**src/rtl/fat12_chain_sector_walker_defines.svh**
```systemverilog
// assertion macros for the fat12 chain sector walker
`ifndef FAT12_CHAIN_SECTOR_WALKER_DEFINES_SVH
`define FAT12_CHAIN_SECTOR_WALKER_DEFINES_SVH

// same-cycle implication
`define FCSW_ASSERT_NOW(label, clk, rst, ante, cons) \
  label: assert property (@(posedge clk) disable iff (rst) (ante) |-> (cons)) \
    else $error("fcsw assertion failed");

// next-cycle implication
`define FCSW_ASSERT_NEXT(label, clk, rst, ante, cons) \
  label: assert property (@(posedge clk) disable iff (rst) (ante) |=> (cons)) \
    else $error("fcsw assertion failed");

`endif

```
**src/rtl/fcsw_pkg.sv**
```systemverilog
// shared types and constants of the fat12 chain sector walker
package fcsw_pkg;

  localparam int FCSW_FAT_BYTES    = 8192;
  localparam int FCSW_SECTOR_BYTES = 512;
  localparam int FCSW_SECTOR_SHIFT = $clog2(FCSW_SECTOR_BYTES);
  localparam int FCSW_DIR_PER_SEC  = FCSW_SECTOR_BYTES / 32;
  localparam int FCSW_DIV_BITS     = 24;
  localparam int FCSW_DSR_BITS     = 7;

  localparam logic [11:0] FCSW_FIRST_DATA = 12'h002;
  localparam logic [11:0] FCSW_LAST_DATA  = 12'hff6;

  localparam logic [1:0] REQ_LOAD     = 2'd0;
  localparam logic [1:0] REQ_START    = 2'd1;
  localparam logic [1:0] REQ_CONTINUE = 2'd2;

  localparam logic [2:0] REG_RESERVED = 3'd0;
  localparam logic [2:0] REG_COPIES   = 3'd1;
  localparam logic [2:0] REG_FAT_SIZE = 3'd2;
  localparam logic [2:0] REG_ROOT_CNT = 3'd3;
  localparam logic [2:0] REG_SPC      = 3'd4;
  localparam logic [2:0] REG_SPT      = 3'd5;
  localparam logic [2:0] REG_SIDES    = 3'd6;

  typedef enum logic [3:0] {
    ST_IDLE,
    ST_FAT_RD0,
    ST_FAT_RD1,
    ST_FAT_RD2,
    ST_CL_MUL,
    ST_CL_ADD,
    ST_DIV1_GO,
    ST_DIV1_WAIT,
    ST_DIV2_GO,
    ST_DIV2_WAIT,
    ST_EMIT,
    ST_EMPTY
  } fcsw_state_t;

  typedef struct packed {
    logic                     start;
    logic [FCSW_DIV_BITS-1:0] dividend;
    logic [FCSW_DSR_BITS-1:0] divisor;
  } div_req_t;

  typedef struct packed {
    logic                     done;
    logic [FCSW_DIV_BITS-1:0] quotient;
    logic [FCSW_DSR_BITS-1:0] remainder;
  } div_rsp_t;

endpackage

```
**src/rtl/fcsw_div.sv**
```systemverilog
// shared restoring divider, one quotient bit per cycle
module fcsw_div import fcsw_pkg::*; (
  input  logic     clk,
  input  logic     rst,
  input  div_req_t req,
  output div_rsp_t rsp
);

  localparam int CW = $clog2(FCSW_DIV_BITS);

  logic [FCSW_DIV_BITS-1:0] dvd;
  logic [FCSW_DSR_BITS-1:0] rem;
  logic [FCSW_DSR_BITS-1:0] dsr;
  logic [CW-1:0]            cnt;
  logic                     busy;
  logic                     done;
  logic [FCSW_DSR_BITS:0]   trial;
  logic                     fits;

  always_comb begin
    trial = {rem, dvd[FCSW_DIV_BITS-1]};
    fits  = trial >= {1'b0, dsr};
  end

  always_ff @(posedge clk) begin
    if (rst) begin
      busy <= 1'b0;
      done <= 1'b0;
    end else begin
      done <= busy && (cnt == '0);
      if (req.start) begin
        busy <= 1'b1;
      end else if (busy && (cnt == '0)) begin
        busy <= 1'b0;
      end
    end
  end

  always_ff @(posedge clk) begin
    if (req.start) begin
      dvd <= req.dividend;
      dsr <= req.divisor;
      rem <= '0;
      cnt <= CW'(FCSW_DIV_BITS - 1);
    end else if (busy) begin
      dvd <= {dvd[FCSW_DIV_BITS-2:0], fits};
      rem <= fits ? FCSW_DSR_BITS'(trial - {1'b0, dsr}) : trial[FCSW_DSR_BITS-1:0];
      cnt <= cnt - 1'b1;
    end
  end

  assign rsp.done      = done;
  assign rsp.quotient  = dvd;
  assign rsp.remainder = rem;

endmodule

```
**config.mk**
```make
export PLATFORM = sky130hd
export DESIGN_NAME = fcsw_div
export DESIGN_NICKNAME = d
export VERILOG_FILES = /design/src/rtl/fat12_chain_sector_walker_defines.svh /design/src/rtl/fcsw_pkg.sv /design/src/rtl/fcsw_div.sv
export SDC_FILE = /design/constraint.sdc
export NUM_CORES = 1
export LEC_CHECK = 0
export BUFFER_PORTS_ARGS = -buffer_cell sky130_fd_sc_hd__buf_2
export CAP_MARGIN = 20
export CORE_MARGIN = 2
export CORE_UTILIZATION = 45
export DETAILED_ROUTE_END_ITERATION = 10
export PLACE_DENSITY = 0.79
export SETUP_SLACK_MARGIN = 0.02
export SKIP_LAST_GASP = 1
export SLEW_MARGIN = 20
export SYNTH_ARGS = -nofsm -noshare
export SYNTH_HDL_FRONTEND = slang
export SYNTH_SLANG_ARGS = --single-unit
export TNS_END_PERCENT = 10
```
**constraint.sdc**
```tcl
create_clock -name clk -period 3.7 [get_ports clk]
set_clock_uncertainty 0.1 [all_clocks]
set_input_delay 0.37 -clock clk [delete_from_list [all_inputs] [get_ports clk]]
set_output_delay 0.37 -clock clk [all_outputs]
set_load 0.02 [all_outputs]
```
==> reports/qor.txt <==
sequential group share of total power: 49.1%
First-pass DRT Iterations: 4
die area: 5500 um^2
min Tclk post-route: 2380 ps
Worst setup EP type: register
Post-Syn Nets: 223
critical path fanouts, max: 6
Rel. slew slack: 40.3%
critical path type: reg2reg
Syn Inst Count: 179
Final period util: 64.3%
post-synth top area cell: edfxtp_1
post-synth top area share: 42.1%
Setup-failing EPs final: 0
CTS Buf Count: 5
startpoint types: register
Comb pwr share: 21.8%
CTS tree: done
final design area excluding fillers: 2690 um^2
switching part of the total: 28.3%
Cell Int Power: 910 uW
commonest cells after routing, fill and taps aside: buf_2 (65), edfxtp_1 (31), mux2_2 (24)
post-synthesis register bit count: 45
Initial Util: 46.9%
Final Total Pwr: 1270 uW
net count reported at finish: 287
Post-DRT Antenna Nets: 0
vias in the first global route: 1408
Hold Crit Class: in2reg
most common cell after layout, fill and taps aside: buf_2
Detailed Route WL: 4.14 mm
sw power: 359 uW
synth warn: 0
synth top area cells: edfxtp_1 (42%), dfxtp_1 (13%), mux2_2 (12%)
y dimension of the die: 74.1 um
I/O pin count: 66
H-tree Lvls: 2
synthesized cell area: 2210 um^2
gr usage total: 15.9%
site row count: 25
Max Cap Viol: 0
Area growth, synth to finish: 21.5%
gr ovfl total: 0
Setup TNS Final: 0 ps
ANT cells: 0
root buf cell: clkbuf_8
PwrDens: 472 nW/um^2
library cells used by synthesis: 37
clock sinks: 45
dpl hpwl: 2.91 mm
global-route wire length before repair: 6.53 mm
max incr delay on CP: 380 ps
drc violations: 0
Slowest cell on crit path: fa_1
RSZ-0062 raised after global routing: no
Final Wtd Congestion: 0.871
Final Max Slew Viols: 0
initial antenna violation count: 0
Worst Path Arrival: 2490 ps
Critical Path, Cell by Cell: inv_1, ha_1, fa_1, nand2b_1, a211oi_2, or3_1, o21ai_0, a311oi_1
DR iter-0 viols: 76
clock network fraction of design power: 29.1%
DR vias: 1546
worst setup margin: 1320 ps
die width: 74.1 um
ratio of cells with drive above 1 in the final layout: 42.2%
Leakage: 0.00113 uW
Core Box Area: 4720 um^2
Syn Area/Cell: 12.4 um^2
clock-pin slew on the worst setup and hold paths: 90 ps
clk buf depth: 2
worst slew pin tran: 896 ps
Critical Path RT: 3810 ps
maximum clock rate: 420 MHz
VDD IR max: 275 uV
Setup WS pre-CTS: 1330 ps
I/O Buffers: 65
post-synthesis sequential area ratio: 54.7%
clk_lat worst skew: 300 ps
largest net degree at the start of global routing: 47
Post-DP Area: 2580 um^2
WHS: 142 ps
mean routed wirelength per cell: 13.3 um
status: finished, final reports clean
post-CTS setup buffers: 0
# hold bufs at CTS: 0
Vias/cell: 4.97
post-cts resize count: 0
Final Hold Vio Count: 0
path summary, 6_finish.rpt:
| kind | from | end | slack, ps | depth (start not counted) |
|---|---|---|---|---|
| worst max-delay path | dvd[23]$_DFFE_PP_ | rem[5]$_SDFFE_PP0P_ | 1320 | 8 |
| worst min-delay path | req[1] | dsr[1]$_DFFE_PP_ | 140 | 1 |
| worst max register to register | dvd[23]$_DFFE_PP_ | rem[5]$_SDFFE_PP0P_ | 1320 | 8 |
| worst min register to register | cnt[4]$_SDFFE_PP1P_ | cnt[4]$_SDFFE_PP1P_ | 410 | 2 |
logic make-up after synthesis:
kind of cell,Yosys count,synth area share [%]
simple gates,47,11.5
flops,45,54.7
mux,28,14.2
compound gates,22,7.01
buf+inv,21,4.13
fa+ha+maj,10,5.99
xor+xnor,6,2.37
power by group through the flow:
stage               logic [uW]  clock network, uW  registers (uW)
global route               307                398             630
detailed placement         278                  0             634
floorplan                  158                  0             672
CTS                        279                379             624
finish                     277                369             623
global placement           272                  0             634
metrics by stage:
stage / util, % / cells
final: 57.0 / 311
after floorplan: - / 179
after global routing: 57.0 / 311
after CTS: 57.0 / 311
after global placement: 54.6 / 303
after detailed placement: 54.6 / 303
flip-flops by register name, indices dropped and copies added, names as in the netlist:
register / cells
cnt: 5
dsr: 7
busy: 1
done: 1
dvd: 24
rem: 7
cell usage after synthesis (all sizes together):
master and instances:
a211oi 5, a21oi 5, a311oi 3, a31oi 1, buf 3, clkbuf 5
dfxtp 14, edfxtp 31, fa 1, ha 9, inv 13, mux2 25
mux2i 3, nand2 8, nand2b 8, nand3 3, nand4 1, nand4b 1
nor2 14, nor3 2, nor3b 3, nor4b 2, o21ai 5, o221ai 1
o311ai 1, o31ai 1, or2 1, or3 2, or3b 1, or4b 1
xnor2 3, xor2 3
per-layer routing:
| layer | wire, um | share of wire, % | global-route usage [%] | up-vias |
|---|---|---|---|---|
| met5 | 0 | 0 | 0 | - |
| met4 | 65 | 1.6 | 6.67 | 0 |
| met1 | 1920 | 46 | 21.8 | 715 |
| met3 | 233 | 5.6 | 4.47 | 4 |
| met2 | 1920 | 46 | 23.9 | 50 |
| li1 | - | - | - | 777 |
critical path, delay by kind of cell (launching register included):
family / cells / cell delay (ps)
simple gates: 2 / 510
flops: 1 / 350
fa+ha+maj: 2 / 590
compound gates: 3 / 670
buf+inv: 1 / 50
area by class of cell:
type,instances,area (um^2)
tap,67,83.8
sequential,45,1210
clock buffer,5,68.8
fill,416,2030
timing repair buffer,65,325
clock inverter,3,41.3
multi-input combinational,113,911
inverter,13,48.8
No activity file was read; power rests on OpenSTA's default activity.
